<file path="src/rtl/ufp_pkg.sv">
// Shared types and constants for the framed UART parser.
// No dependencies; used by every RTL file of the block.
`timescale 1ns / 1ps

package ufp_pkg;

	localparam logic [7:0]  HDR_FIRST  = 8'hAA;
	localparam logic [7:0]  HDR_SECOND = 8'hBB;
	localparam logic [15:0] CRC_POLY   = 16'h1021;

	// Configuration register indexes
	localparam int unsigned CFG_IDX_W = 2;
	localparam logic [CFG_IDX_W-1:0] CFG_CMD_TYPE = 2'd0;
	localparam logic [CFG_IDX_W-1:0] CFG_ACK_TYPE = 2'd1;
	localparam logic [CFG_IDX_W-1:0] CFG_MAX_LEN  = 2'd2;

	localparam logic [7:0] RST_CMD_TYPE = 8'd1;
	localparam logic [7:0] RST_ACK_TYPE = 8'd2;
	localparam logic [7:0] RST_MAX_LEN  = 8'd255;

	typedef enum logic [2:0] {
		PH_HUNT = 3'd0,
		PH_HDR2 = 3'd1,
		PH_LEN  = 3'd2,
		PH_IDLO = 3'd3,
		PH_IDHI = 3'd4,
		PH_TYPE = 3'd5,
		PH_DATA = 3'd6,
		PH_CRC  = 3'd7
	} phase_t;

	typedef enum logic [2:0] {
		EV_PAYLOAD = 3'd0,
		EV_CMD     = 3'd1,
		EV_ACK     = 3'd2,
		EV_CRCERR  = 3'd3,
		EV_LENERR  = 3'd4,
		EV_BADTYPE = 3'd5
	} ev_t;

	typedef struct packed {
		logic [7:0] cmd_type;
		logic [7:0] ack_type;
		logic [7:0] max_len;
	} cfg_t;

	typedef struct packed {
		logic [2:0]  event_kind;
		logic [7:0]  payload_byte;
		logic [15:0] message_id;
		logic [7:0]  payload_length;
		logic [15:0] frame_crc;
	} res_t;

endpackage

</file>
<file path="src/rtl/ufp_ifs.sv">
// Valid/ready channel interfaces: received bytes, parser events, register writes.
// Depends on ufp_pkg for the register index width.
`timescale 1ns / 1ps

interface ufp_byte_if;
	logic       valid;
	logic       ready;
	logic [7:0] rx_byte;

	modport source (output valid, output rx_byte, input ready);
	modport sink   (input valid, input rx_byte, output ready);
endinterface

interface ufp_event_if;
	logic        valid;
	logic        ready;
	logic [2:0]  event_kind;
	logic [7:0]  payload_byte;
	logic [15:0] message_id;
	logic [7:0]  payload_length;
	logic [15:0] frame_crc;

	modport source (output valid, output event_kind, output payload_byte,
		output message_id, output payload_length, output frame_crc, input ready);
	modport sink   (input valid, input event_kind, input payload_byte,
		input message_id, input payload_length, input frame_crc, output ready);
endinterface

interface ufp_cfg_if;
	logic                           valid;
	logic                           ready;
	logic [ufp_pkg::CFG_IDX_W-1:0]  index;
	logic [7:0]                     data;

	modport source (output valid, output index, output data, input ready);
	modport sink   (input valid, input index, input data, output ready);
endinterface

</file>
<file path="src/rtl/ufp_crc_step.sv">
// One-byte CRC-16/XMODEM update (poly 0x1021, MSB first).
// Depends on ufp_pkg.
`timescale 1ns / 1ps

module ufp_crc_step (
	input  logic [15:0] crc_in,
	input  logic [7:0]  data,
	output logic [15:0] crc_out
);
	import ufp_pkg::*;

	always_comb begin
		logic [15:0] c;
		c = crc_in ^ {data, 8'h00};
		for (int k = 0; k < 8; k++) begin
			if (c[15]) begin
				c = {c[14:0], 1'b0} ^ CRC_POLY;
			end else begin
				c = {c[14:0], 1'b0};
			end
		end
		crc_out = c;
	end

endmodule

</file>
<file path="src/rtl/ufp_parser.sv">
// Frame parser state machine: header hunt, field capture, CRC check, events.
// Depends on ufp_pkg and ufp_crc_step.
`timescale 1ns / 1ps

module ufp_parser (
	input  logic            clk,
	input  logic            arst_n,
	input  logic            step,      // consume rx_byte this cycle
	input  logic [7:0]      rx_byte,
	input  ufp_pkg::cfg_t   cfg,
	output logic            hit,       // rx_byte yields an event
	output ufp_pkg::res_t   res
);
	import ufp_pkg::*;

	phase_t      phase_q, phase_d;
	logic [7:0]  len_q, len_d;
	logic [15:0] id_q, id_d;
	logic [7:0]  type_q, type_d;
	logic [7:0]  rem_q, rem_d;
	logic [15:0] crc_q, crc_d;
	logic [7:0]  crc_lo_q, crc_lo_d;

	logic [15:0] crc_base;
	logic [15:0] crc_next;
	logic [7:0]  rem_dec;
	logic        type_bad;
	logic [15:0] rx_crc;

	// CRC restarts at the length byte
	assign crc_base = (phase_q == PH_LEN) ? 16'h0000 : crc_q;

	ufp_crc_step u_crc (
		.crc_in  (crc_base),
		.data    (rx_byte),
		.crc_out (crc_next)
	);

	assign rem_dec  = rem_q - 8'd1;
	assign type_bad = (rx_byte != cfg.ack_type) && (rx_byte != cfg.cmd_type);
	assign rx_crc   = {rx_byte, crc_lo_q};

	// Next state
	always_comb begin
		phase_d  = phase_q;
		len_d    = len_q;
		id_d     = id_q;
		type_d   = type_q;
		rem_d    = rem_q;
		crc_d    = crc_q;
		crc_lo_d = crc_lo_q;
		case (phase_q)
			PH_HUNT: begin
				if (rx_byte == HDR_FIRST) phase_d = PH_HDR2;
			end
			PH_HDR2: begin
				phase_d = (rx_byte == HDR_SECOND) ? PH_LEN : PH_HUNT;
			end
			PH_LEN: begin
				if (rx_byte >= cfg.max_len) begin
					phase_d = PH_HUNT;
				end else begin
					len_d   = rx_byte;
					crc_d   = crc_next;
					phase_d = PH_IDLO;
				end
			end
			PH_IDLO: begin
				id_d    = {8'h00, rx_byte};
				crc_d   = crc_next;
				phase_d = PH_IDHI;
			end
			PH_IDHI: begin
				id_d    = {rx_byte, id_q[7:0]};
				crc_d   = crc_next;
				phase_d = PH_TYPE;
			end
			PH_TYPE: begin
				type_d = rx_byte;
				if (type_bad) begin
					phase_d = PH_HUNT;
				end else begin
					crc_d = crc_next;
					if (len_q == 8'd0) begin
						rem_d   = 8'd2;
						phase_d = PH_CRC;
					end else begin
						rem_d   = len_q;
						phase_d = PH_DATA;
					end
				end
			end
			PH_DATA: begin
				crc_d = crc_next;
				if (rem_dec == 8'd0) begin
					rem_d   = 8'd2;
					phase_d = PH_CRC;
				end else begin
					rem_d = rem_dec;
				end
			end
			PH_CRC: begin
				if (rem_q != 8'd1) begin
					crc_lo_d = rx_byte;
					rem_d    = 8'd1;
				end else begin
					rem_d   = 8'd0;
					phase_d = PH_HUNT;
				end
			end
			default: phase_d = PH_HUNT;
		endcase
	end

	// Event outputs
	always_comb begin
		hit = 1'b0;
		res = '0;
		case (phase_q)
			PH_LEN: begin
				if (rx_byte >= cfg.max_len) begin
					hit                = 1'b1;
					res.event_kind     = EV_LENERR;
					res.payload_length = rx_byte;
				end
			end
			PH_TYPE: begin
				if (type_bad) begin
					hit                = 1'b1;
					res.event_kind     = EV_BADTYPE;
					res.message_id     = id_q;
					res.payload_length = len_q;
				end
			end
			PH_DATA: begin
				hit                = 1'b1;
				res.event_kind     = EV_PAYLOAD;
				res.payload_byte   = rx_byte;
				res.message_id     = id_q;
				res.payload_length = len_q;
			end
			PH_CRC: begin
				if (rem_q == 8'd1) begin
					hit                = 1'b1;
					res.message_id     = id_q;
					res.payload_length = len_q;
					res.frame_crc      = rx_crc;
					if (rx_crc != crc_q) begin
						res.event_kind = EV_CRCERR;
					end else if (type_q == cfg.ack_type) begin
						res.event_kind = EV_ACK;
					end else begin
						res.event_kind = EV_CMD;
					end
				end
			end
			default: hit = 1'b0;
		endcase
	end

	always_ff @(posedge clk or negedge arst_n) begin
		if (!arst_n) begin
			phase_q  <= PH_HUNT;
			len_q    <= '0;
			id_q     <= '0;
			type_q   <= '0;
			rem_q    <= '0;
			crc_q    <= '0;
			crc_lo_q <= '0;
		end else if (step) begin
			phase_q  <= phase_d;
			len_q    <= len_d;
			id_q     <= id_d;
			type_q   <= type_d;
			rem_q    <= rem_d;
			crc_q    <= crc_d;
			crc_lo_q <= crc_lo_d;
		end
	end

endmodule

</file>
<file path="src/rtl/uart_frame_parser_crc16_unit.sv">
// Framed UART receive parser with CRC-16/XMODEM check, top level.
// Each byte is held in the input register, then any event it yields is captured
// in the event register, which drives the event port.
// Throughput: one byte per cycle; the parser FSM and a one-byte CRC step sit
// between the input register and the event register. Only a stalled event stalls input.
// Reset: arst_n async low; parser hunts for header, registers take defaults.
// Depends on ufp_pkg, ufp_ifs, ufp_parser, ufp_crc_step.
`timescale 1ns / 1ps

module uart_frame_parser_crc16_unit (
	input  logic       clk,
	input  logic       arst_n,
	ufp_byte_if.sink   rx,
	ufp_event_if.source evt,
	ufp_cfg_if.sink    cfg
);
	import ufp_pkg::*;

	// ------------------------------------------------------------------
	// Configuration registers. Writes are always taken; an index past
	// the register list is dropped.
	// ------------------------------------------------------------------
	cfg_t cfg_q;

	assign cfg.ready = 1'b1;

	always_ff @(posedge clk or negedge arst_n) begin
		if (!arst_n) begin
			cfg_q.cmd_type <= RST_CMD_TYPE;
			cfg_q.ack_type <= RST_ACK_TYPE;
			cfg_q.max_len  <= RST_MAX_LEN;
		end else if (cfg.valid) begin
			case (cfg.index)
				CFG_CMD_TYPE: cfg_q.cmd_type <= cfg.data;
				CFG_ACK_TYPE: cfg_q.ack_type <= cfg.data;
				CFG_MAX_LEN:  cfg_q.max_len  <= cfg.data;
				default:      cfg_q          <= cfg_q;
			endcase
		end
	end

	// ------------------------------------------------------------------
	// Stage 1: input register. The held byte is consumed (parser state
	// advances) once the event register can take whatever it produces,
	// i.e. the event register is empty or being drained this cycle.
	// Bytes with no event wait on a stalled event too, else move through at full rate.
	// ------------------------------------------------------------------
	logic       valid_s1;
	logic [7:0] byte_s1;
	logic       advance;

	logic       valid_s2;
	res_t       res_s2;

	assign advance  = valid_s1 && (!valid_s2 || evt.ready);
	assign rx.ready = !valid_s1 || advance;

	always_ff @(posedge clk or negedge arst_n) begin
		if (!arst_n) begin
			valid_s1 <= 1'b0;
		end else if (rx.ready) begin
			valid_s1 <= rx.valid;
		end
	end

	always_ff @(posedge clk) begin
		if (rx.valid && rx.ready) begin
			byte_s1 <= rx.rx_byte;
		end
	end

	// ------------------------------------------------------------------
	// Parser: phase, frame fields and running CRC; flags an event for
	// the byte held in stage 1.
	// ------------------------------------------------------------------
	logic hit;
	res_t res_d;

	ufp_parser u_parser (
		.clk     (clk),
		.arst_n  (arst_n),
		.step    (advance),
		.rx_byte (byte_s1),
		.cfg     (cfg_q),
		.hit     (hit),
		.res     (res_d)
	);

	// ------------------------------------------------------------------
	// Stage 2: event register. Holds one event until its transaction
	// completes; refilled in the same cycle it drains.
	// ------------------------------------------------------------------
	always_ff @(posedge clk or negedge arst_n) begin
		if (!arst_n) begin
			valid_s2 <= 1'b0;
		end else if (advance) begin
			valid_s2 <= hit;
		end else if (evt.ready) begin
			valid_s2 <= 1'b0;
		end
	end

	always_ff @(posedge clk) begin
		if (advance && hit) begin
			res_s2 <= res_d;
		end
	end

	assign evt.valid          = valid_s2;
	assign evt.event_kind     = res_s2.event_kind;
	assign evt.payload_byte   = res_s2.payload_byte;
	assign evt.message_id     = res_s2.message_id;
	assign evt.payload_length = res_s2.payload_length;
	assign evt.frame_crc      = res_s2.frame_crc;

endmodule

</file>
<file path="src/flat_wrapper.sv">
// flat-port wrapper written by rule: the top's interface ports become plain ports
module uart_frame_parser_crc16_unit_flat import ufp_pkg::*;
  (clk, arst_n, rx_valid, rx_rx_byte, rx_ready, evt_valid, evt_event_kind, evt_payload_byte, evt_message_id, evt_payload_length, evt_frame_crc, evt_ready, cfg_valid, cfg_index, cfg_data, cfg_ready);
  ufp_byte_if rx_i ();
  ufp_event_if evt_i ();
  ufp_cfg_if cfg_i ();
  input  logic clk;
  input  logic arst_n;
  input wire logic [$bits(rx_i.valid)-1:0] rx_valid;
  input wire logic [$bits(rx_i.rx_byte)-1:0] rx_rx_byte;
  output wire logic [$bits(rx_i.ready)-1:0] rx_ready;
  output wire logic [$bits(evt_i.valid)-1:0] evt_valid;
  output wire logic [$bits(evt_i.event_kind)-1:0] evt_event_kind;
  output wire logic [$bits(evt_i.payload_byte)-1:0] evt_payload_byte;
  output wire logic [$bits(evt_i.message_id)-1:0] evt_message_id;
  output wire logic [$bits(evt_i.payload_length)-1:0] evt_payload_length;
  output wire logic [$bits(evt_i.frame_crc)-1:0] evt_frame_crc;
  input wire logic [$bits(evt_i.ready)-1:0] evt_ready;
  input wire logic [$bits(cfg_i.valid)-1:0] cfg_valid;
  input wire logic [$bits(cfg_i.index)-1:0] cfg_index;
  input wire logic [$bits(cfg_i.data)-1:0] cfg_data;
  output wire logic [$bits(cfg_i.ready)-1:0] cfg_ready;
  assign rx_i.valid = rx_valid;
  assign rx_i.rx_byte = rx_rx_byte;
  assign rx_ready = rx_i.ready;
  assign evt_valid = evt_i.valid;
  assign evt_event_kind = evt_i.event_kind;
  assign evt_payload_byte = evt_i.payload_byte;
  assign evt_message_id = evt_i.message_id;
  assign evt_payload_length = evt_i.payload_length;
  assign evt_frame_crc = evt_i.frame_crc;
  assign evt_i.ready = evt_ready;
  assign cfg_i.valid = cfg_valid;
  assign cfg_i.index = cfg_index;
  assign cfg_i.data = cfg_data;
  assign cfg_ready = cfg_i.ready;
  uart_frame_parser_crc16_unit u_core (.clk(clk), .arst_n(arst_n), .rx(rx_i), .evt(evt_i), .cfg(cfg_i));
endmodule
</file>
<file path="config.mk">
export PLATFORM = sky130hd
export DESIGN_NAME = uart_frame_parser_crc16_unit_flat
export DESIGN_NICKNAME = d
export VERILOG_FILES = /design/src/rtl/ufp_pkg.sv /design/src/rtl/ufp_ifs.sv /design/src/rtl/ufp_crc_step.sv /design/src/rtl/ufp_parser.sv /design/src/rtl/uart_frame_parser_crc16_unit.sv /design/src/flat_wrapper.sv
export SDC_FILE = /design/constraint.sdc
export NUM_CORES = 1
export LEC_CHECK = 0
export BUFFER_PORTS_ARGS = -buffer_cell sky130_fd_sc_hd__buf_2
export CAP_MARGIN = 10
export CORE_MARGIN = 2
export CORE_UTILIZATION = 59
export CTS_CLUSTER_SIZE = 30
export DETAILED_ROUTE_END_ITERATION = 8
export PLACE_DENSITY_LB_ADDON = 0.3
export SLEW_MARGIN = 20
export SYNTH_ARGS = -nofsm -noshare
export SYNTH_HDL_FRONTEND = slang
export SYNTH_SLANG_ARGS = --single-unit
</file>
<file path="constraint.sdc">
create_clock -name clk -period 6.6 [get_ports clk]
set_clock_uncertainty 0.1 [all_clocks]
set_input_delay 0.33 -clock clk [delete_from_list [all_inputs] [get_ports clk]]
set_output_delay 0.33 -clock clk [all_outputs]
set_load 0.1 [all_outputs]
</file>
; After elaboration in Yosys (flattened, before gate mapping)
; Cells that the tools add are included.
[op_classes]
n_addsub = 1
mul = 0
n_div = 0
magnitude_cmp = 1
eq_ne = 22
shift = 0
n_mux = 43
bitwise_logic = 11
reduce_logical = 29
[op_table]
columns = cell, n
row1 = two-way mux 13 bit, 8
row2 = one-hot mux 16 bit (3 select lines), 2
row3 = two-way mux 16 bit, 3
row4 = two-way mux 40 bit, 1
row5 = two-way mux 8 bit, 4
row6 = one-hot mux 16 bit (2 select lines), 1
row7 = one-hot mux 8 bit (4 select lines), 1
row8 = two-way mux 24 bit, 1
row9 = two-way mux 3 bit, 8
row10 = inverter 3 bit, 8
row11 = one-hot mux 3 bit (8 select lines), 1
row12 = one-hot mux 8 bit (3 select lines), 1
row13 = "== test 8 bit, second input constant", 2
row14 = logical NOT 8 bit, 2
row15 = inequality test 16 bit, 1
row16 = inequality test 8 bit, 2
row17 = XOR 16 bit, 1
row18 = "== test 3 bit, second input constant", 4
row19 = AND reduction 2 bit, 6
row20 = AND reduction 3 bit, 4
row21 = "inequality test 2 bit, second input constant", 5
row22 = one-hot mux 3 bit (3 select lines), 1
row23 = "== test 8 x 1 -> 1 bit, second input constant", 1
row24 = == test 8 bit, 1
row25 = other kinds (20), 38
[word_totals]
ff_bits = 152
latch_bits = 0
ramBits = 0
rom_bits = 0
input_bits = 23
out_inout_bits = 54
elab_cells = 126
mem_count = 0

; Logic depth before layout (Yosys ltp)
; Gate-level depths: netlist of run 1.
[depth]
word_depth = 21
depth_mapped = 11
ltp_nobuf = 8

; Cells and area by module
; A second synthesis of run 1 with hierarchy kept.
[unflattened]
hier_cells = 594
area_unflattened_um2 = 7532.2
[by_module_without_submodules]
columns = mod, n_inst, cells_per_inst, area_each_um2, seq_area_each_um2
row1 = ufp_parser, 1, 447, 4332.9, 1676.6
row2 = uart_frame_parser_crc16_unit, 1, 122, 2803.9, 2434.8
row3 = ufp_crc_step, 1, 25, 395.4, 0.0

; Least setup slack after synthesis of run 1
; OpenSTA, ideal clock, no wires.
[synth_timing]
path_type = register -> register
from = register u_core.u_parser.rem_q[4]
to = register u_core.res_s2 (netlist bit u_core.evt.event_kind[0]), enable pin
setup_ps = 460
t_arrival_ps = 4062
required_time_ps = 6040
slack_ps = 1978
stages_incl_launch_ff = 8
path_buffers = 1
period_less_slack_ps = 4622
cell_sequence = dfrtp_1 nor4_1 nand3_1 nor2_1 o31a_2 clkbuf_1 nor2_1 nor2_1
[synth_via]
elab_chain_cells = 4
[synth_lines]
columns = element, line
row1 = start: declaration, ufp_parser.sv:20  ; logic [7:0] rem_q, rem_d;
row2 = start signal: assignment, ufp_parser.sv:175  ; rem_q <= rem_d;
row3 = == test 8 x 1 -> 1 bit, ufp_parser.sv:143  ; if (rem_q == 8'd1) begin
row4 = two-way mux 1 bit, ufp_parser.sv:143
row5 = one-hot mux 1 bit (4 select lines), ufp_parser.sv:119  ; case (phase_q)
row6 = logical AND 1 bit, uart_frame_parser_crc16_unit.sv:104  ; if (advance && hit) begin
row7 = end signal: assignment, uart_frame_parser_crc16_unit.sv:105  ; res_s2 <= res_d;
row8 = end: declaration, uart_frame_parser_crc16_unit.sv:53  ; res_t res_s2;
; No other way between the ends.
; A chain may end at the register's enable or synchronous reset.

; Final worst setup path of run 1
[layout_timing]
from = register u_core.u_parser.rem_q[4]
to = register u_core.res_s2 (netlist bit u_core.evt.frame_crc[10]), enable pin
; Same word-level chain as after synthesis.

==> summary.md, run 1 <==
The flow ran to the end, and the final reports show no timing, DRC or antenna violations. Highest attainable clock frequency: 243 MHz. After detailed routing, the number of vias per cell comes to 5.79. Routability-driven placement congestion ratio: 0.887.

The worst setup path is of the reg2reg kind. The startpoint identified for the worst register-to-register timing path is u_core.u_parser.rem_q[4]. After detailed routing, the average wire length per cell comes to 19.0 um.

Measured along the y axis, the die boundary spans 116 um. STA classifies the critical path startpoint as a flip-flop. For the global-route wire length before repair, the log shows 26400 um. The tools report the number of nets in the layout as 710.

The logs give 77 for the top-level port count and 0.558 for the sequential cell area fraction in the yosys report. Measured in cells, the most critical reg-to-reg path has a length of 7. The startpoint identified for the worst hold timing path is cfg_data[6]. The area share of the largest cell type after synthesis was 0.282; the fraction of final layout cells with drive strength greater than 1 was 0.283. In the routed design, unresolved DRC markers number 0. The tools report the endpoint kind of the worst setup timing path as a flip-flop. TritonCTS built the clock tree. The detailed router placed 4965 vias in this run. In the synthesized netlist, the number of instances is 603.

The largest buffer count on any clock path came out at 2. Setup repair after global routing left no endpoint under its margin. In this run the number of H-tree levels came out at 4. The synthesized area per cell was 12.2 um2; the number of warning messages in the yosys log was 0. For the required arrival time at the worst endpoint, the log shows 6.60 ns. The count of maximum capacitance violations is 0, and the number of DRC markers in iteration 0 is 377.

The final layout contains routed wiring with a total length of 16300 um. After filler insertion, the fill cell instance count of the layout stands at 895. The actual slew at the worst max-slew pin is 0.958 ns, and the post-route standard cell area excluding fillers is 8440 um2.

After clock tree synthesis, the clock-pin slew on the worst setup and hold paths is 0.06 ns. Final cycle utilization of the critical path: 0.624. For the final count of negative-setup-slack endpoints, the log shows 0. The floorplan step defined a die boundary enclosing 13400 um2. The worst setup path startpoint was u_core.u_parser.rem_q[4]. The antenna violation net count after detailed routing was 0. The floorplan step defined a core boundary enclosing 12100 um2.

The number of hold-slack violations in the final timing report was 0; the shortest period the worst path allows was 4.12 ns. The cell type with the largest total area after synthesis was sky130_fd_sc_hd__dfrtp_1. Max-slew violation count: 0. Summed over all nets, the half-perimeter wirelength after detailed placement is 10800 um.

The tools report the initial standard-cell utilization of the core as 0.608. Sorting the synthesized cells by area gives the leading types as sky130_fd_sc_hd__dfrtp_1, sky130_fd_sc_hd__edfxtp_1, sky130_fd_sc_hd__mux2_2. The run gives 858 as the number of non-filler instances in the completed layout. The critical path ends at u_core.evt.frame_crc[10]. The number of clock buffers inserted by TritonCTS was 17. The tree is rooted in a sky130_fd_sc_hd__clkbuf_16.

The die extent in x is 116 um, and the critical-path maximum fanout is 28. In this run the cell area measured after placement is 7810 um2. The total leakage power is 3.58 nW. The arrival time reported for the critical path endpoint was 4.11 ns; the overall fraction of global-route tracks in use was 0.263. The most used flip-flop cell after synthesis is sky130_fd_sc_hd__dfrtp_1. The net count after synthesis is 636, and the power per cell area is 510 nW/um2. The clock reaches the later pin of the worst-skew pair after 0.43 ns. The logs give 5021 for the number of global-route vias before repair and 2.48 ns for the register-to-register path setup slack.

The share of flip-flops with an asynchronous set or reset after synthesis is 0.612. Including well taps, the total number of placed cells is 816. The repair_antennas step left the layout with diodes totalling 0.

The tools report the worst slew margin relative to its limit as 0.362. Summed over all layers, the global routing overflow is 0. Synthesis inferred 152 register bits. In the final timing run, aggregate negative setup slack is 0 ns. In this run, distinct cell masters in the synthesized netlist total 59. The clock net in this run drives a total of 152 sinks.

Entering global routing, the biggest net connects 64 pins. The tools report the summed instance area of the synthesized netlist as 7360 um2. The logs give 40 for the row count and 281 uV for the maximum resistive drop on vdd. The area growth from synthesis to layout is 14.7%. The type of the most critical hold path was in2reg.

The number of antenna violations at the first check in global routing is 0, and the number of port buffers is 75. Post-CTS repair changed the size of 0 cells. Yosys mapped a number of flops with a built-in enable equal to 59. The tools report the number of optimization iterations in the first detailed-route pass as 5. The power after layout came out at 4.31 mW. The endpoint identified for the worst register-to-register timing path is u_core.evt.frame_crc[10].
[cells by family (layout without fill, tap and decap cells)]
kind of cell | Yosys count | in the layout | share of synthesized area
compound gates | 79 | 79 | 0.0731
xor+xnor | 73 | 73 | 0.0868
fa+ha+maj | 10 | 10 | 0.0170
buf+inv | 48 | 135 | 0.0313
flops | 152 | 152 | 0.558
mux | 68 | 68 | 0.108
other cells | 1 | 1 | 0.000509
simple gates | 172 | 172 | 0.124
[registers in the layout (all words and copies together), names as in the netlist, 3 cells and up]
register and count:
u_core.cfg_q 24, u_core.evt.frame_crc 16, u_core.evt.message_id 16, u_core.u_parser.crc_q 16
u_core.u_parser.id_q 16, u_core.byte_s1 8, u_core.evt.payload_byte 8, u_core.evt.payload_length 8
u_core.u_parser.crc_lo_q 8, u_core.u_parser.len_q 8, u_core.u_parser.rem_q 8, u_core.u_parser.type_q 8
u_core.evt.event_kind 3, u_core.u_parser.phase_q 3
[cells in the mapped netlist (14+ instances only)]
library cell	n
sky130_fd_sc_hd__a21oi_1	16
sky130_fd_sc_hd__and2_1	32
sky130_fd_sc_hd__clkbuf_1	22
sky130_fd_sc_hd__dfrtp_1	83
sky130_fd_sc_hd__edfxtp_1	59
sky130_fd_sc_hd__inv_1	14
sky130_fd_sc_hd__mux2_2	54
sky130_fd_sc_hd__nand2_1	47
sky130_fd_sc_hd__nor2_1	27
sky130_fd_sc_hd__o21ai_0	18
sky130_fd_sc_hd__xnor2_1	32
sky130_fd_sc_hd__xor2_1	41
[worst min path at each step]
stage / endpoint / depth (start not counted) / slack (ns)
finish: u_core.cfg_q[6] / 2 / 0.05
CTS: u_core.cfg_q[6] / 2 / 0.05
global placement: u_core.cfg_q[22] / 1 / 0.18
floorplan: u_core.cfg_q[10] / 0 / -0.07
global route: u_core.cfg_q[6] / 2 / 0.06
detailed placement: u_core.cfg_q[22] / 1 / 0.19
[through the flow]
step / utilization / worst slack (ns) / hold WS, ns
finish: 0.697 / 2.48 / 0.0543
global route: 0.697 / 2.10 / 0.0591
CTS: 0.697 / 2.49 / 0.0502
detailed placement: 0.645 / 2.50 / 0.187
global placement: 0.645 / 2.63 / 0.182
floorplan: - / 1.98 / -0.0656
[final cells by class]
class / instances / area [um2] / share of cell area
clock inverter: 14 / 98.8 / 0.0117
inverter: 14 / 52.6 / 0.00622
tap: 168 / 210 / 0.0249
timing repair buffer: 89 / 508 / 0.0602
clock buffer: 18 / 429 / 0.0508
sequential: 152 / 4110 / 0.487
multi-input combinational: 403 / 3030 / 0.359
[critical path, stage by stage (launching register included)]
cell and delay [ns]:
sky130_fd_sc_hd__dfrtp_1 0.44, sky130_fd_sc_hd__nor4_1 0.73, sky130_fd_sc_hd__nand3_1 0.20, sky130_fd_sc_hd__nor2_1 0.73
sky130_fd_sc_hd__o31a_2 0.48, sky130_fd_sc_hd__nor2_1 0.14, sky130_fd_sc_hd__nor2_4 0.50, sky130_fd_sc_hd__buf_4 0.45
[per-layer routing]
layer | share of wire | global-route usage | vias to the layer above
li1 | - | - | 2279
met1 | 0.42 | 0.341 | 2464
met2 | 0.50 | 0.430 | 181
met3 | 0.056 | 0.0549 | 41
met4 | 0.024 | 0.119 | 0
met5 | 0 | 0 | -
[report_power, final]
part / internal [mW] / leakage [nW] / switching, mW
clock: 0.480 / 0.255 / 0.394
combinational: 0.680 / 1.64 / 1.12
sequential: 1.32 / 1.69 / 0.310
total: 2.48 / 3.58 / 1.82
[layout by cell type (no fill, tap or decap), types with 3 or more instances in the layout]
master,instances
sky130_fd_sc_hd__o22ai_1,9
sky130_fd_sc_hd__dlygate4sd3_1,10
sky130_fd_sc_hd__o21ai_0,18
sky130_fd_sc_hd__a221o_1,6
sky130_fd_sc_hd__a21oi_1,16
sky130_fd_sc_hd__inv_6,4
sky130_fd_sc_hd__or4_1,4
sky130_fd_sc_hd__nor4_1,5
sky130_fd_sc_hd__clkinv_2,4
sky130_fd_sc_hd__buf_4,5
sky130_fd_sc_hd__buf_2,74
sky130_fd_sc_hd__mux2_4,10
sky130_fd_sc_hd__xor2_1,41
sky130_fd_sc_hd__nor4_2,4
sky130_fd_sc_hd__a31oi_1,4
sky130_fd_sc_hd__and2_1,32
sky130_fd_sc_hd__or3_1,4
sky130_fd_sc_hd__inv_1,14
sky130_fd_sc_hd__edfxtp_1,59
sky130_fd_sc_hd__xnor2_1,32
sky130_fd_sc_hd__dfrtp_1,83
sky130_fd_sc_hd__nand4_1,6
sky130_fd_sc_hd__nand3_1,6
sky130_fd_sc_hd__and3_1,10
sky130_fd_sc_hd__clkbuf_16,17
sky130_fd_sc_hd__mux2_2,54
sky130_fd_sc_hd__nor3_1,8
sky130_fd_sc_hd__mux2i_1,4
sky130_fd_sc_hd__nand2b_1,7
sky130_fd_sc_hd__clkinvlp_4,3
sky130_fd_sc_hd__a22o_1,10
sky130_fd_sc_hd__dfstp_2,10
sky130_fd_sc_hd__ha_1,10
sky130_fd_sc_hd__nor2_1,26
sky130_fd_sc_hd__nor2b_1,3
sky130_fd_sc_hd__nand2_1,47
[what timing repair did]
action                                 CTS  global route
endpoints found under the hold margin   32             0
hold buffers                            10             0
buffers inserted                         0             0
(Power assumes the default switching activity.)
==> run 2, diff against run 1 <==
--- a/config.mk
+++ b/config.mk
@@ -5,6 +5,7 @@
 export SDC_FILE = /design/constraint.sdc
 export NUM_CORES = 1
 export LEC_CHECK = 0
+export ABC_AREA = 1
 export BUFFER_PORTS_ARGS = -buffer_cell sky130_fd_sc_hd__buf_2
 export CAP_MARGIN = 10
 export CORE_MARGIN = 2
==> constraint.sdc (replaced) <==
create_clock -name clk -period 4.3 [get_ports clk]
set_clock_uncertainty 0.1 [all_clocks]
set_input_delay 0.215 -clock clk [delete_from_list [all_inputs] [get_ports clk]]
set_output_delay 0.215 -clock clk [all_outputs]
set_load 0.1 [all_outputs]
==> summary.md, run 2 <==
In the post-synthesis netlist, the biggest area contributors are sky130_fd_sc_hd__dfrtp_1, sky130_fd_sc_hd__edfxtp_1, sky130_fd_sc_hd__nand2_1. After the first detailed-routing iteration, the DRC count stood at 552. The synthesized design contains 59 enable-type register cells. After detailed routing, the average wire length per cell comes to 16.5 um.

The run finished with clean final reports. The count of maximum capacitance violations is 0. The tools report the worst min-delay path startpoint as evt_ready. The proportion of total power due to net switching was 0.286.

The net count after synthesis is 850, and the overall via count from detail_route is 5906. The repair_antennas step left the layout with diodes totalling 0. The die is 116 um wide.

Clock tree synthesis selected as its root buffer the cell sky130_fd_sc_hd__clkbuf_16. Leaving out fill and tap cells, the most frequent cell in the layout is sky130_fd_sc_hd__nand2_1. The initial standard-cell utilization of the core was 0.609.

The most used flip-flop cell after synthesis is sky130_fd_sc_hd__dfrtp_1. The fraction of power consumed by the clock network is 0.398. The worst setup path is captured at a flip-flop.

The routability-driven placement congestion ratio came out at 0.921. Summed over all instances, the cell type with the most area after synthesis is sky130_fd_sc_hd__dfrtp_1. The worst setup path is launched from a flip-flop. The hold buffer count at cts is 18, and the number of gates given a new drive strength after cts is 0. The run gives 0 as the max-slew violation count. Of all nets on the critical path, the largest fanout is 34. The register with the most flip-flops in the layout has 24 of them. Number of hold-slack violations in the final timing report: 0. At the later pin of the worst-skew pair, clock insertion delay measures 0.43 ns. The register share of total power was 0.440. For this run, the detailed router's first-pass iteration total came to 7. Synthesis inferred 152 register bits. In this run the static leakage power is 3.86 nW. The clock passes through at most 2 buffers.

The run gives 938 as the filler cell count in the final layout. During synthesis, Yosys emitted a total of 0 warnings. The signed area change from the synthesized netlist to the final layout is 16.8%.

After detailed routing, the total wire length is 17800 um. The most common cell in the synthesized netlist is sky130_fd_sc_hd__nand2_1. The post-layout worst setup margin was 0.992 ns; the number of distinct library cell variants in the gate-level netlist after synthesis was 42. The total area inside the core boundary comes to 12100 um2. The run gives 0 ns as the final sum of negative setup slack. The run gives 61 as the pin count of the biggest net entering global routing. At the end of the flow, the number of nets in the layout was 936. The worst path in the final design needs a cycle of 3.31 ns, including I/O delays and setup.

Type of the worst setup path: reg2reg. The run gives 7420 um as the detailed-routing wirelength on met1. The internal portion of the total power is 2.83 mW.

At the pin with the least slew margin, the transition time is 0.776 ns. In the layout the commonest cells are sky130_fd_sc_hd__nand2_1, sky130_fd_sc_hd__o21ai_0, sky130_fd_sc_hd__dfrtp_1. The final cycle utilization of the critical path was 0.769; the overall overflow remaining after global route was 0. The floorplan step defined a die boundary enclosing 13400 um2.

TritonCTS created 17 clock buffers. Static timing analysis puts the maximum clock frequency at 302 MHz. The logs give 4 for the number of H-tree levels and 3.96 mW for the power after layout. The share of flip-flops with an asynchronous set or reset after synthesis is 0.612, and the number of post-CTS setup repair buffers is 0. In this run the count of I/O pins placed on the die edge is 77. The detail route stage leaves a number of antenna-violating nets equal to 0.

The tools report the overall fraction of global-route tracks in use as 0.292. The via density per instance came out at 5.45. Area share of the largest cell type after synthesis: 0.282.

Summing all flip-flop and latch instances after layout gives 4110 um2. TritonCTS built the clock tree. Register ranked first by flip-flop count: u_core.cfg_q. The tools report the power dissipated by switching net loads as 1.13 mW. Routed signal wires occupy layers up through met4.

Detailed placement ended at an HPWL of 12400 um. The multi-input combinational cells in the finished layout cover a total of 2750 um2. In the synthesized netlist, the number of instances is 817. The met2 wire length is 8830 um, and the synthesized area per cell is 9.02 um2. The summed instance area of the synthesized netlist was 7370 um2; the floorplan die height was 116 um. For the worst setup path, the data arrival time is 3.34 ns. At the placement stage, the worst setup path has a slack of 1.04 ns. The first global-routing pass estimated 29600 um of wire. The most critical setup path has its startpoint at u_core.byte_s1[0].

Setup violations remaining at the end of the flow were counted as 0. The worst-case IR drop observed on VDD is 317 uV. CTS saw 152 sinks. The number of antenna violations at the first check in global routing was 0. The row count was 40; the fraction of final layout cells with drive strength greater than 1 was 0.166. The number of global-route vias before repair is 5783. Worst slew margin relative to its limit: 0.479. The startpoint identified for the worst register-to-register timing path is u_core.byte_s1[0]. The combinational share of power is 0.161, and the power per cell area is 460 nW/um2.

In the synthesized netlist, the cells that appear most often are sky130_fd_sc_hd__nand2_1, sky130_fd_sc_hd__o21ai_0, sky130_fd_sc_hd__dfrtp_1. The count of buffers added on input and output ports is 75. In this run the worst hold path is classified as in2reg. The amount of wire on met3 after detailed routing is 1130 um, and the DRC violations left is 0. The final hold slack is 0.0370 ns, and the required arrival time at the worst endpoint is 4.33 ns. For the sequential cell area fraction in the yosys report, the log shows 0.558. Setup repair after global routing left no endpoint under its margin.

After clock tree synthesis, the clock-pin slew on the worst setup and hold paths is 0.06 ns.
[run 2: changes by cell type in the layout (fill, tap and decap cells not counted), sizes merged, moves of 10 or more]
cell	previous run	this run
inv	18	93
a22o	10	0
nor2	27	70
o21ai	18	94
and3	10	0
nand2	48	239
and2	32	1
mux2	64	0
nand3	6	39
xor2	41	7
[run 2: area by class of cell]
type                       instances  area share
sequential                       152       0.477
timing repair buffer              96      0.0674
clock buffer                      17      0.0494
inverter                          90      0.0392
multi-input combinational        546       0.319
tap                              168      0.0244
clock inverter                    15      0.0232
[run 2: kinds of logic after synthesis]
family          count (synthesis)  synth area share
buf+inv                       119            0.0696
flops                         152             0.558
other cells                     1          0.000509
simple gates                  376             0.222
fa+ha+maj                      10            0.0170
compound gates                124            0.0913
xor+xnor                       35            0.0416
[run 2: power by group through the flow]
stage | clock, mW | combinational [mW] | sequential (mW)
final | 1.58 | 0.640 | 1.74
after global routing | 1.65 | 0.734 | 1.76
after CTS | 1.59 | 0.635 | 1.74
after detailed placement | 0 | 0.616 | 1.77
after global placement | 0 | 0.599 | 1.76
after floorplan | 0 | 0.456 | 1.75
[run 2: layer usage]
layer  global-route usage  vias to the layer above
met5                    0                        -
met4                0.115                        0
met3               0.0607                       40
met2                0.470                      218
met1                0.392                     2819
li1                     -                     2829
[run 2: final timing paths]
check / cells past startpoint / end / slack, ns
max: 13 / u_core.evt.message_id[2] / 0.99
min: 4 / u_core.valid_s1 / 0.04
max reg2reg: 13 / u_core.evt.message_id[2] / 0.99
min reg2reg: 2 / u_core.cfg_q[4] / 0.40
max in group asynchronous: 3 / u_core.u_parser.rem_q[5] / 2.83
min in group asynchronous: 2 / u_core.cfg_q[19] / 0.31
[run 2: per-stage QoR]
stage	std cells	utilization	area [um2]
after floorplan	817	-	7370
after global placement	1034	0.645	7810
after detailed placement	1034	0.645	7810
after CTS	1084	0.711	8610
after global routing	1084	0.711	8610
final	1084	0.711	8610
[run 2: worst max-delay path, cell delays in order (launching register included)]
cell                       delay, ns
sky130_fd_sc_hd__edfxtp_1       0.48
sky130_fd_sc_hd__inv_1          0.26
sky130_fd_sc_hd__ha_1           0.36
sky130_fd_sc_hd__nand2_1        0.05
sky130_fd_sc_hd__nand3_1        0.07
sky130_fd_sc_hd__nand2_1        0.05
sky130_fd_sc_hd__nand2_1        0.05
sky130_fd_sc_hd__nand2_1        0.09
sky130_fd_sc_hd__nand2_1        0.11
sky130_fd_sc_hd__nand2_1        0.27
sky130_fd_sc_hd__nand4_1        0.20
sky130_fd_sc_hd__nand2_1        0.09
sky130_fd_sc_hd__inv_2          0.51
sky130_fd_sc_hd__buf_4          0.31
==> run 3, diff against run 2 <==
==> constraint.sdc (replaced) <==
create_clock -name clk -period 3.4 [get_ports clk]
set_clock_uncertainty 0.1 [all_clocks]
set_input_delay 0.17 -clock clk [delete_from_list [all_inputs] [get_ports clk]]
set_output_delay 0.17 -clock clk [all_outputs]
set_load 0.1 [all_outputs]
==> summary.md, run 3 (synthesized netlist as in run 2, its figures left out) <==
The detail route stage leaves a number of antenna-violating nets equal to 0. The tools report the clock root buffer as sky130_fd_sc_hd__clkbuf_16. Routability-driven placement finished with a final weighted congestion of 0.973.

The total overflow left after global routing is 0. The worst slew margin relative to its limit is 0.477, and the filler cell count in the final layout is 946. The tools report the number of optimization iterations in the first detailed-route pass as 5. Ranked by flip-flop count, first place goes to u_core.cfg_q. After clock tree synthesis, the clock-pin slew on the worst setup and hold paths is 0.06 ns. After detailed routing, the number of remaining DRC violations is 0. Buffers placed on the I/O ports in this run total 75. Power per cell area: 566 nW/um2.

The count of buffering cells on the critical path with inverters included works out to 3. The half-perimeter wire length of the detailed placement result was 12100 um; the floorplan die area was 13400 um2. The tools report the worst setup path startpoint as u_core.byte_s1[0]. Entering global routing, the biggest net connects 64 pins.

The analysis attributes to cell leakage a power of 3.87 nW. For the number of DRC markers in iteration 0, the log shows 628. Setup violations remaining at the end of the flow were counted as 0. In this run the critical register-to-register path is launched from u_core.byte_s1[0]. The clock reaches the later pin of the worst-skew pair after 0.43 ns. The number of global-route vias before repair is 5858.

The floorplan die height works out to 116 um. The most prevalent standard cell on the critical path is sky130_fd_sc_hd__nand2_1. The fraction of final layout cells with drive strength greater than 1 came out at 0.165. The aggregate routed wire length is 17800 um, and the actual slew at the worst max-slew pin is 0.778 ns. From left edge to right edge, the die measures 116 um. Counting tap cells, the placed design contains a total of 1035 instances.

The floorplan has 40 rows. The first global-routing pass estimated 29100 um of wire. Overall fraction of global-route tracks in use: 0.286. The area of combinational cells with multiple inputs was 2750 um2; the number of hold-slack violations in the final timing report was 0. Type of the worst setup path: reg2reg.

The tools report the initial standard-cell utilization of the core as 0.609. During I/O placement, the number of pins put on the boundary was 77. The stage delay of the slowest cell on the critical path was 0.51 ns. The max-slew violation count was 0. After the last flow step, the layout net total stands at 939. The smallest clock period supported by the final layout is computed as 2.98 ns. For this run, the number of standard cells in the final layout without fillers is 1087. Adding up every negative setup slack in the final design gives 0 ns. The clock net sink count came out at 152. In this run the most critical hold path is launched from cfg_valid.

The number of antenna violations at the first check in global routing is 0, and the required arrival time at the worst endpoint is 3.41 ns. STA classifies the critical path endpoint as a flip-flop. The number of antenna diodes in the final layout is 0. The final cycle utilization of the critical path is 0.877, and the count of maximum capacitance violations is 0. Setup repair after global routing left no endpoint under its margin. Largest buffer count on any clock path: 2. The highest attainable clock frequency was 335 MHz; the per-cell routed wire length was 16.4 um. The critical-path cell with the highest stage delay is sky130_fd_sc_hd__edfxtp_1.

From synthesis to final layout, the design area changed by 16.9%. The H-tree was split into 4 levels. The run finished with clean final reports. The critical path goes through inv_1 > ha_1 > nand2_1 > nand3_1 > nand2_1 > nand2_1 > nand2_1 > nand2_1 > nand2_1 > nand4_1 > nand2_1 > inv_2 > buf_12. In this run, CTS created clock tree buffers numbering 17. The critical-path maximum fanout works out to 43. The dominant delay contributor by cell family on the critical path was simple AND/OR/NAND/NOR gates. The tools report the type of origin of the critical path as a flip-flop.

Type of the most critical hold path: in2reg. In the final layout, flip-flops and latches occupy 4110 um2. TritonCTS built the clock tree.

Buffers added to address setup during post-CTS repair amount to 0. IR analysis of the VDD net gives a maximum drop of 379 uV. The library cell used most frequently in the layout, excluding fill and tap cells, is sky130_fd_sc_hd__nand2_1. Data on the critical path arrives at its endpoint at 2.99 ns.

Floorplan core area: 12100 um2. The number of flip-flops in the largest register is 24, and the via density per instance is 5.46. The overall via count from detail_route was 5931. The library cells used most frequently in the layout, excluding fill and tap cells, are sky130_fd_sc_hd__nand2_1, sky130_fd_sc_hd__o21ai_0, sky130_fd_sc_hd__dfrtp_1.
run 3: final timing paths:
check                                      endpoint  slack, ns  depth (start not counted)
max                         u_core.evt.frame_crc[0]       0.42                         13
min                                u_core.cfg_q[16]       0.25                          4
max reg2reg                 u_core.evt.frame_crc[0]       0.42                         13
min reg2reg                         u_core.cfg_q[3]       0.39                          2
max in group asynchronous  u_core.u_parser.rem_q[2]       2.17                          3
min in group asynchronous   u_core.u_parser.id_q[3]       0.27                          2
run 3: report_power, final:
part           switching, mW  internal (mW)
sequential             0.141           2.06
clock                  0.739           1.11
combinational          0.536          0.291
run 3: timing repair:
action | CTS | global route
resized for setup | 0 | 0
endpoints found under the hold margin | 85 | 0
hold buffers | 20 | 0
run 3: metrics by stage:
stage / worst slack [ns] / utilization / cell area, um2 / total power [mW] / hold slack, ns
6_report: 0.419 / 0.712 / 8620 / 4.87 / 0.245
5_1_grt: 0.203 / 0.712 / 8620 / 5.09 / 0.340
4_1_cts: 0.465 / 0.712 / 8620 / 4.87 / 0.243
3_5_place_dp: 0.463 / 0.646 / 7830 / 3.01 / 0.202
3_3_place_gp: 0.643 / 0.646 / 7830 / 2.98 / 0.198
2_1_floorplan: 0.222 / - / 7370 / 2.79 / -0.226
run 3: tightest hold or removal path, stage by stage:
cell and delay (ns):
sky130_fd_sc_hd__buf_2 0.10, sky130_fd_sc_hd__nand2_1 0.28, sky130_fd_sc_hd__nand2_1 0.13, sky130_fd_sc_hd__o21ai_0 0.07
run 3: cell type report:
cell class,count,area share
Clock buffer,25,0.0626
Clock inverter,7,0.00595
Inverter,90,0.0392
Multi-Input combinational cell,546,0.319
Sequential cell,152,0.477
Tap cell,168,0.0244
Timing Repair Buffer,99,0.0720
run 3: per-layer routing:
metal,part of all wire,up-vias,global-route usage
met3,0.070,38,0.0596
met2,0.49,259,0.471
met4,0.025,0,0.110
met5,0,-,0
li1,-,2829,-
met1,0.41,2805,0.375
